<file path="src/deq_pkg.sv">
package deq_pkg;

  localparam int CAPACITY   = 256;
  localparam int DATA_WIDTH = 32;

  localparam int ADDR_W  = $clog2(CAPACITY);
  localparam int CNT_W   = $clog2(CAPACITY + 1);
  localparam int IDX_W   = CNT_W + 1;
  localparam int POS_W   = 9;
  localparam int COUNT_W = 9;
  localparam int CMP_W   = ((POS_W > CNT_W) ? POS_W : CNT_W) + 1;

  typedef enum logic [2:0] {
    OP_PUSH_BACK  = 3'd0,
    OP_PUSH_FRONT = 3'd1,
    OP_POP_BACK   = 3'd2,
    OP_POP_FRONT  = 3'd3,
    OP_READ_AT    = 3'd4,
    OP_INSERT_AT  = 3'd5,
    OP_ERASE_AT   = 3'd6,
    OP_CLEAR      = 3'd7
  } op_t;

  typedef enum logic [1:0] {
    ST_OK    = 2'd0,
    ST_EMPTY = 2'd1,
    ST_FULL  = 2'd2,
    ST_OOB   = 2'd3
  } status_t;

  typedef struct packed {
    op_t                opcode;
    logic [POS_W-1:0]   position;
    logic signed [31:0] value;
  } deq_in_t;

  typedef struct packed {
    logic signed [31:0] read_data;
    status_t            status;
    logic [COUNT_W-1:0] count;
  } deq_out_t;

  typedef struct packed {
    logic                  we;
    logic [ADDR_W-1:0]     waddr;
    logic [DATA_WIDTH-1:0] wdata;
    logic                  re;
    logic [ADDR_W-1:0]     raddr;
  } deq_mem_req_t;

  function automatic logic [ADDR_W-1:0] slot_of(input logic [ADDR_W-1:0] h,
                                                input logic [IDX_W-1:0] idx);
    logic [IDX_W:0] s;
    s = (IDX_W+1)'(h) + (IDX_W+1)'(idx);
    if (s >= (IDX_W+1)'(CAPACITY)) begin
      s = s - (IDX_W+1)'(CAPACITY);
    end
    return ADDR_W'(s);
  endfunction

  function automatic logic [ADDR_W-1:0] slot_inc(input logic [ADDR_W-1:0] a);
    return (a == ADDR_W'(CAPACITY - 1)) ? '0 : ADDR_W'(a + 1'b1);
  endfunction

  function automatic logic [ADDR_W-1:0] slot_dec(input logic [ADDR_W-1:0] a);
    return (a == '0) ? ADDR_W'(CAPACITY - 1) : ADDR_W'(a - 1'b1);
  endfunction

  function automatic logic [DATA_WIDTH-1:0] store_of(input logic [31:0] v);
    return DATA_WIDTH'(v);
  endfunction

  function automatic logic signed [31:0] load_of(input logic [DATA_WIDTH-1:0] d);
    logic signed [DATA_WIDTH-1:0] s;
    s = d;
    return 32'(s);
  endfunction

endpackage

</file>
<file path="src/deq_ctrl.sv">
module deq_ctrl (
  input  logic                           clk,
  input  logic                           rst_n,
  input  logic                           start,
  output logic                           busy,
  input  deq_pkg::deq_in_t               in_item,
  output logic                           out_valid,
  output deq_pkg::deq_out_t              out_item,
  output deq_pkg::deq_mem_req_t          mem_req,
  input  logic [deq_pkg::DATA_WIDTH-1:0] mem_rdata
);
  import deq_pkg::*;

  typedef enum logic [1:0] {
    S_IDLE,
    S_READ,
    S_SHIFT
  } state_t;

  state_t                state_r;
  logic [ADDR_W-1:0]     head_r;
  logic [CNT_W-1:0]      count_r;
  logic [ADDR_W-1:0]     src_r;
  logic [CNT_W-1:0]      n_r;
  logic                  up_r;
  logic                  ins_r;
  logic [ADDR_W-1:0]     fin_r;
  logic [DATA_WIDTH-1:0] val_r;
  logic                  pend_r;
  logic [ADDR_W-1:0]     pend_dst_r;
  logic                  out_valid_r;
  deq_out_t              out_item_r;

  logic              accept;
  logic [CMP_W-1:0]  p_w;
  logic [CMP_W-1:0]  c_w;
  logic              full;
  logic              empty;
  logic              front;
  status_t           st;
  logic [IDX_W-1:0]  pi;
  logic [IDX_W-1:0]  ci;
  logic [ADDR_W-1:0] h_dec;
  logic [ADDR_W-1:0] h_inc;
  logic [ADDR_W-1:0] sh_src;
  logic [CNT_W-1:0]  sh_n;
  logic [ADDR_W-1:0] sh_head;
  logic [ADDR_W-1:0] sh_fin;
  logic              sh_up;
  logic [CNT_W-1:0]  cnt_inc;
  logic [CNT_W-1:0]  cnt_dec;
  logic [CNT_W-1:0]  acc_cnt;
  logic              acc_done;

  always_comb begin
    accept  = start && (state_r == S_IDLE);
    p_w     = CMP_W'(in_item.position);
    c_w     = CMP_W'(count_r);
    pi      = IDX_W'(in_item.position);
    ci      = IDX_W'(count_r);
    full    = (count_r == CNT_W'(CAPACITY));
    empty   = (count_r == '0);
    front   = (({1'b0, p_w} << 1) < {1'b0, c_w});
    h_dec   = slot_dec(head_r);
    h_inc   = slot_inc(head_r);
    cnt_inc = CNT_W'(count_r + 1'b1);
    cnt_dec = CNT_W'(count_r - 1'b1);

    st = ST_OK;
    unique case (in_item.opcode)
      OP_PUSH_BACK, OP_PUSH_FRONT: if (full) st = ST_FULL;
      OP_POP_BACK, OP_POP_FRONT:   if (empty) st = ST_EMPTY;
      OP_READ_AT, OP_ERASE_AT:     if (p_w >= c_w) st = ST_OOB;
      OP_INSERT_AT: begin
        if (full) st = ST_FULL;
        else if (p_w > c_w) st = ST_OOB;
      end
      OP_CLEAR: st = ST_OK;
    endcase

    acc_cnt  = count_r;
    acc_done = 1'b1;
    if (st == ST_OK) begin
      unique case (in_item.opcode)
        OP_PUSH_BACK, OP_PUSH_FRONT:           acc_cnt = cnt_inc;
        OP_POP_BACK, OP_POP_FRONT:             acc_cnt = cnt_dec;
        OP_CLEAR:                              acc_cnt = '0;
        OP_READ_AT, OP_INSERT_AT, OP_ERASE_AT: acc_done = 1'b0;
      endcase
    end

    sh_fin = '0;
    if (in_item.opcode == OP_INSERT_AT) begin
      if (front) begin
        sh_head = h_dec;
        sh_src  = head_r;
        sh_n    = CNT_W'(pi);
        sh_up   = 1'b1;
        sh_fin  = slot_of(h_dec, pi);
      end else begin
        sh_head = head_r;
        sh_src  = slot_of(head_r, IDX_W'(ci - IDX_W'(1)));
        sh_n    = CNT_W'(ci - pi);
        sh_up   = 1'b0;
        sh_fin  = slot_of(head_r, pi);
      end
    end else begin
      if (front) begin
        sh_head = h_inc;
        sh_src  = slot_of(head_r, IDX_W'(pi - IDX_W'(1)));
        sh_n    = CNT_W'(pi);
        sh_up   = 1'b0;
      end else begin
        sh_head = head_r;
        sh_src  = slot_of(head_r, IDX_W'(pi + IDX_W'(1)));
        sh_n    = CNT_W'(ci - IDX_W'(1) - pi);
        sh_up   = 1'b1;
      end
    end

    mem_req = '0;
    unique case (state_r)
      S_IDLE: begin
        if (accept && (st == ST_OK)) begin
          if (in_item.opcode == OP_PUSH_BACK) begin
            mem_req.we    = 1'b1;
            mem_req.waddr = slot_of(head_r, ci);
            mem_req.wdata = store_of(in_item.value);
          end else if (in_item.opcode == OP_PUSH_FRONT) begin
            mem_req.we    = 1'b1;
            mem_req.waddr = h_dec;
            mem_req.wdata = store_of(in_item.value);
          end else if (in_item.opcode == OP_READ_AT) begin
            mem_req.re    = 1'b1;
            mem_req.raddr = slot_of(head_r, pi);
          end
        end
      end
      S_READ: begin
      end
      S_SHIFT: begin
        mem_req.re    = (n_r != '0);
        mem_req.raddr = src_r;
        if (pend_r) begin
          mem_req.we    = 1'b1;
          mem_req.waddr = pend_dst_r;
          mem_req.wdata = mem_rdata;
        end else if ((n_r == '0) && ins_r) begin
          mem_req.we    = 1'b1;
          mem_req.waddr = fin_r;
          mem_req.wdata = val_r;
        end
      end
      default: begin
      end
    endcase
  end

  always_ff @(posedge clk) begin
    if (!rst_n) begin
      state_r     <= S_IDLE;
      head_r      <= '0;
      count_r     <= '0;
      pend_r      <= 1'b0;
      out_valid_r <= 1'b0;
    end else begin
      unique case (state_r)
        S_IDLE: begin
          if (accept) begin
            out_item_r.read_data <= '0;
            out_item_r.status    <= st;
            out_item_r.count     <= COUNT_W'(acc_cnt);
            out_valid_r          <= acc_done;
            if (st == ST_OK) begin
              unique case (in_item.opcode)
                OP_PUSH_BACK, OP_PUSH_FRONT: begin
                  if (in_item.opcode == OP_PUSH_FRONT) head_r <= h_dec;
                  count_r <= cnt_inc;
                end
                OP_POP_BACK, OP_POP_FRONT: begin
                  if (in_item.opcode == OP_POP_FRONT) head_r <= h_inc;
                  count_r <= cnt_dec;
                end
                OP_READ_AT: begin
                  state_r <= S_READ;
                end
                OP_INSERT_AT, OP_ERASE_AT: begin
                  head_r  <= sh_head;
                  src_r   <= sh_src;
                  n_r     <= sh_n;
                  up_r    <= sh_up;
                  fin_r   <= sh_fin;
                  ins_r   <= (in_item.opcode == OP_INSERT_AT);
                  val_r   <= store_of(in_item.value);
                  pend_r  <= 1'b0;
                  state_r <= S_SHIFT;
                end
                OP_CLEAR: begin
                  head_r  <= '0;
                  count_r <= '0;
                end
              endcase
            end
          end else begin
            out_valid_r <= 1'b0;
          end
        end
        S_READ: begin
          out_item_r.read_data <= load_of(mem_rdata);
          out_valid_r          <= 1'b1;
          state_r              <= S_IDLE;
        end
        S_SHIFT: begin
          if (n_r != '0) begin
            src_r       <= up_r ? slot_inc(src_r) : slot_dec(src_r);
            pend_dst_r  <= up_r ? slot_dec(src_r) : slot_inc(src_r);
            n_r         <= CNT_W'(n_r - 1'b1);
            pend_r      <= 1'b1;
            out_valid_r <= 1'b0;
          end else if (pend_r) begin
            pend_r      <= 1'b0;
            out_valid_r <= 1'b0;
          end else begin
            count_r          <= ins_r ? cnt_inc : cnt_dec;
            out_item_r.count <= COUNT_W'(ins_r ? cnt_inc : cnt_dec);
            out_valid_r      <= 1'b1;
            state_r          <= S_IDLE;
          end
        end
        default: begin
          out_valid_r <= 1'b0;
          state_r     <= S_IDLE;
        end
      endcase
    end
  end

  assign busy      = (state_r != S_IDLE);
  assign out_valid = out_valid_r;
  assign out_item  = out_item_r;

endmodule
</file>
<file path="config.mk">
export PLATFORM = sky130hd
export DESIGN_NAME = deq_ctrl
export DESIGN_NICKNAME = d
export VERILOG_FILES = /design/src/deq_pkg.sv /design/src/deq_ctrl.sv
export SDC_FILE = /design/constraint.sdc
export NUM_CORES = 1
export LEC_CHECK = 0
export ABC_AREA = 0
export CORE_UTILIZATION = 30
export DETAILED_ROUTE_END_ITERATION = 12
export DONT_BUFFER_PORTS = 1
export PLACE_DENSITY = 0.56
export SLEW_MARGIN = 20
export SYNTH_ARGS = -nofsm -noshare
export SYNTH_HDL_FRONTEND = slang
export SYNTH_SLANG_ARGS = --single-unit
</file>
<file path="constraint.sdc">
create_clock -name clk -period 8.6 [get_ports clk]
set_clock_uncertainty 0.1 [all_clocks]
set_input_delay 0.43 -clock clk [delete_from_list [all_inputs] [get_ports clk]]
set_output_delay 0.43 -clock clk [all_outputs]
set_load 0.01 [all_outputs]
</file>
==> results of run 1 <==
==> layout make-up <==
class | instances | area share (%)
multi-input cells | 908 | 53.6
flip-flops and latches | 131 | 31.6
well taps | 455 | 4.83
clock buffers | 17 | 3.61
inverters | 55 | 1.75
repair buffers | 41 | 3.31
clock inverters | 15 | 1.37
==> flip-flops by register name, summed over array words and instances (netlist names) <==
register	cells
count_r	9
src_r	8
n_r	9
ins_r	1
up_r	1
head_r	8
state_r	2
fin_r	8
pend_dst_r	8
pend_r	1
val_r	32
out_valid	1
out_item	43
==> cells in the final DEF, fill, tap and decap left out, drive strengths merged, types with 14 or more instances in the layout <==
cell type,synthesis,layout
nand2,93,93
a22oi,45,45
nor3,32,32
nor2,94,94
a211oi,17,17
edfxtp,110,110
xor2,31,31
xnor2,60,60
o211ai,14,14
ha,71,71
inv,54,64
o21ai,71,71
mux2i,17,17
nand3,29,29
dlygate4sd3,0,33
dfxtp,21,21
a21o,21,21
and2,36,36
clkbuf,57,17
o2bb2ai,27,27
a21oi,69,69
==> critical path: cells and delay by family, from the launching register on <==
kind / cells / cell delay, ns
AO/OA/AOI/OAI: 4 / 1.22
adder cells (fa/ha/maj): 1 / 0.30
buffers and inverters: 1 / 0.33
AND/OR/NAND/NOR: 3 / 1.22
flip-flops: 1 / 0.69
==> report_power, final <==
part           total, mW  switching (mW)  internal [mW]  leakage [nW]
clock              0.735           0.345          0.389         0.282
sequential         0.785          0.0543          0.731          1.21
combinational      0.687           0.402          0.284          2.90
total               2.21           0.802           1.40          4.39
==> layer usage <==
| layer | up-vias | track usage (%) | wire [um] |
|---|---|---|---|
| met4 | 2 | 4.77 | 601 |
| met3 | 39 | 3.90 | 2310 |
| met2 | 329 | 31.5 | 16500 |
| li1 | 4320 | - | - |
| met5 | - | 0 | 13 |
| met1 | 4284 | 22.8 | 14400 |
==> final timing paths <==
kind | to | slack (ns) | depth (start not counted) | start
setup / recovery | mem_req[35] | 3.84 | 9 | count_r[0]
hold / removal | count_r[4] | 0.02 | 1 | rst_n
setup reg to reg | up_r | 4.23 | 10 | count_r[0]
hold reg to reg | count_r[8] | 0.51 | 2 | count_r[8]
==> cells by family (layout without fill, tap and decap cells) <==
kind of cell               Yosys count  after routing  share of synthesized area [%]
muxes                               20             20                           2.01
DFF                                131            131                           34.8
AOI/OAI and AO/OA                  364            364                           23.2
adders and majority gates           79             79                           9.80
buffers and inverters              141            128                           6.37
and+or+nand+nor                    354            354                           16.4
xor gates and xnor gates            91             91                           7.45
==> metrics by stage <==
step / instance area (um2) / hold WS [ns] / util (%) / power (mW)
global placement: 10900 / 0.429 / 31.2 / 1.46
finish: 11800 / 0.0208 / 33.9 / 2.21
floorplan: 10700 / 0.429 / - / 1.31
global route: 11800 / 0.0115 / 33.9 / 2.32
CTS: 11800 / 0.0131 / 33.9 / 2.22
detailed placement: 10900 / 0.429 / 31.3 / 1.47
==> metrics, run 1 <==
Yosys reg bits 131; clk root buf clkbuf_16; Die Y between 150 and 200 um; maximum number of pins on one net before global-route repair 57; Least-Margin Pin Slew about 1.1 ns; Hold WC Path Type input pin to flop; register area share after synthesis roughly a third; port bufs 0; Setup CP Type flop to output port; Starting Density between 30 and 40%; WL per Instance about 21 um; initial DRC count 795; Synthesized Nets 1338; first-pass GRT wire length 50.8 mm; FP Rows approximately 70; Post-Route WL ~34 mm; setup ws final between 3 and 4 ns; most common cell in the synthesized netlist edfxtp_1; outcome finished clean; Fillers ~3600; MaxCap Viol Count 0; CTS buffer count 17; EDFF count, synth 110; vias in the first global route between 8000 and 9000; CTS Hold Bufs 33; CP most frequent cell a21oi_1; top_reg_cell synth edfxtp_1; postcts setup bufs 0; Area growth, synth to finish 10.3%; Post-Synthesis Cell Area approximately 0.011 mm2; Synth top area share a little under a third; crit end category output port; dpl cells approximately 1600; Setup WS pre-CTS between 4 and 5 ns; area of the multi-input gates about 0.0063 mm2; worst rel slew slack about 28%; Die X 191 um; Final Max Tran Viols 0; pwr/cell area 187 mW/mm2; Worst-Skew Late Latency around 0.44 ns; Antenna Nets Post-Route 0; slowest stage cell, crit path and3_1; Worst EP arrival between 4 and 5 ns; Critical Path RT 8.07 ns; CTS tree done; post-synthesis area per instance approximately 9.1 um2; Final setup viols 0; GPL Wtd Cong just under 0.9; FF/Latch Area about 0.0037 mm2; Critical Path Start Type flop; total track usage around 18%; leading area contributor after synthesis edfxtp_1; Synth async-reset ratio 0%; largest cells by area after synthesis edfxtp_1, ha_1, xnor2_1, dfxtp_1, nor2_1; vias 8974; # nets final approximately 1300; Setup TNS 0 ns; die area 0.0364 mm2; CTS sink count 131; leakage dissipation around 4.4 nW; Critical Path Fanout Max 24; share of layout cells above drive strength 1 under 10%; CP max stage delay roughly 0.94 ns; non-filler cells, final around 1600; initial antenna violation count 1; core area between 0.03 and 0.04 mm2; placed wire-length estimate 24.5 mm; final hold viol count 0; instance count of the mapped netlist approximately 1200; cts repair resizes 0; RSZ-0062 raised after global routing no; CP Cell Sequence inv_1, ha_1, nor2b_1, o211ai_1, nand3_1, a21oi_1, a21oi_1, and3_1, o2bb2ai_1; Clk pin slew, worst setup/hold paths roughly 0.070 ns; Syn. warnings 0; Cell variety after synth between 80 and 90; gr ovfl total 0; Via density between 5 and 6; Residual DRC 0; CTS H-tree lvls 4; worst vdd ir 95.5 uV; num ports ~170; antenna cells 0; Commonest cells post-synth edfxtp_1, nor2_1, nand2_1, ha_1, a21oi_1; Clock Path Buffers 2; fin crit period between 4 and 5 ns; f_max approximately 210 MHz; final worst-path cycle share between 50 and 60%; first drt pass iteration count 5
Note: power is estimated with default switching activity, not from simulation.
==> inputs of run 2 (changes only) <==
Settings changed: PLACE_DENSITY 0.56 to 0.57.
Clock period 8.6 ns to 4.3 ns, I/O delays scaled along.
==> metrics, run 2 (synthesis gave the netlist of run 1 again) <==
CP max stage delay around 0.59 ns; CP Cell Sequence inv_1, ha_1, nor2b_1, o211ai_1, nand3_1, a221oi_1, nor3_2, buf_4, and3_1, buf_4, o2bb2ai_1; vias 9356; met3 global-route usage roughly 3.5%; Setup CP Type flop to output port; Final Max Tran Viols 0; grt met2 use approximately a third; Final setup viols 0; Worst EP arrival about 3.6 ns; WL per Instance around 21 um; antenna cells 0; Fillers approximately 3500; Top delay family on crit path simple AND/OR/NAND/NOR gates; Die X between 150 and 200 um; first drt pass iteration count 6; CP most frequent cell buf_4; pwr/cell area 360 mW/mm2; Setup TNS 0 ns; # nets final ~1400; MaxCap Viol Count 0; f_max about 250 MHz; Residual DRC 0; final worst-path cycle share approximately nine tenths; placed wire-length estimate 25.2 mm; Antenna Nets Post-Route 0; non-filler cells, final 1684; Clk pin slew, worst setup/hold paths 0.07 ns; Critical Path Start Type flop; final hold viol count 0; RSZ-0062 raised after global routing no; area of the multi-input gates about 0.0063 mm2; Starting Density between 30 and 40%; initial DRC count around 720; initial antenna violation count 0; port bufs 0; Critical Path Fanout Max 24; Area growth, synth to finish 15.4%; Hold WC Path Type input pin to flop; Critical Path RT around 4.0 ns; crit end category output port; worst vdd ir 244 uV; total track usage approximately a fifth; clk root buf clkbuf_16; Hold Slack 0.00980 ns; Worst-Skew Late Latency between 0.4 and 0.5 ns; num ports around 170; GRT Max-Usage Layer met2; GPL Wtd Cong around 0.91; CTS buffer count 17; Post-Route WL approximately 35 mm; crit path buf inv count 3; vias in the first global route around 9000; fin crit period 3.95 ns; dpl cells 1583; leakage dissipation between 4 and 5 nW; CTS H-tree lvls 4; share of layout cells above drive strength 1 between 7 and 8%; commonest non-fill, non-tap cell in the layout edfxtp_1; core area 0.0348 mm2; commonest non-fill, non-tap cells in the layout edfxtp_1, nand2_1, nor2_1, ha_1; max reg flops 43; GR Util met1 around 24%; CTS sink count 131; CTS tree done; Via density approximately 5.6; worst rel slew slack ~33%; first-pass GRT wire length 52.9 mm; FP Rows just under 70; outcome finished clean; Least-Margin Pin Slew 1.01 ns; gr ovfl total 0; die area about 0.036 mm2; Die Y ~190 um; FF/Latch Area about 0.0037 mm2; Clock Path Buffers 2; maximum number of pins on one net before global-route repair about 40; slowest stage cell, crit path dfxtp_1
[run 2: cell types whose count changed in the layout (fill, tap and decap cells not counted), sizes merged]
| cell | change |
|---|---|
| buf | +26 |
| bufinv | +1 |
| clkbuf | +1 |
| clkinv | -1 |
| clkinvlp | +2 |
| dlygate4sd3 | +36 |
| inv | -3 |
[run 2: repair_timing]
action                     in CTS  in global routing
setup endpoints to repair       1                  1
hold buffers                   69                  0
hold endpoints to repair       80                  0
setup buffers                   0                  0
gates resized for setup         1                  1
[run 2: area by class of cell]
cell class | count | area share, %
multi-input cells | 908 | 51.2
flip-flops and latches | 131 | 30.2
repair buffers | 103 | 7.66
well taps | 455 | 4.61
clock buffers | 18 | 3.48
inverters | 55 | 1.67
clock inverters | 14 | 1.17
[run 2: worst paths after layout]
path | from | to | slack (ns) | cells after the start
max reg2reg | head_r[0] | fin_r[7] | 0.50 | 13
min reg2reg | count_r[6] | count_r[6] | 0.48 | 2
max | count_r[0] | mem_req[17] | 0.35 | 11
min | in_item[36] | n_r[4] | 0.01 | 2
[run 2: per-stage QoR]
step | utilization, % | total power [mW] | worst slack, ns | instance area [um2]
global placement | 31.8 | 2.92 | 0.573 | 11100
CTS | 35.4 | 4.46 | 0.306 | 12300
detailed placement | 31.8 | 2.93 | 0.454 | 11100
finish | 35.5 | 4.44 | 0.348 | 12300
global route | 35.5 | 4.67 | 0.110 | 12300
floorplan | - | 2.61 | 0.634 | 10700
[run 2: where the power goes]
group	internal [mW]	leakage, nW	total, mW	switching, mW
Sequential	1.46	1.21	1.56	0.103
Clock	0.815	0.268	1.46	0.641
Combinational	0.606	3.19	1.42	0.813
Total	2.88	4.66	4.44	1.56
[run 2: layer usage]
layer	part of all wire (%)	routed length (um)
met5	0	0
met4	2.0	720
met3	7.1	2500
met2	48	16900
met1	43	15200
[run 2: worst reg2reg max path: stages (launching register included)]
cell	delay, ns
dfxtp_1	0.48
inv_1	0.32
ha_1	0.27
nor3b_1	0.31
nand2_1	0.19
or3_1	0.41
nand2_1	0.16
ha_1	0.29
inv_1	0.07
o21bai_1	0.09
a2111oi_0	0.41
nor3_1	0.13
xnor2_1	0.14
a21oi_1	0.25
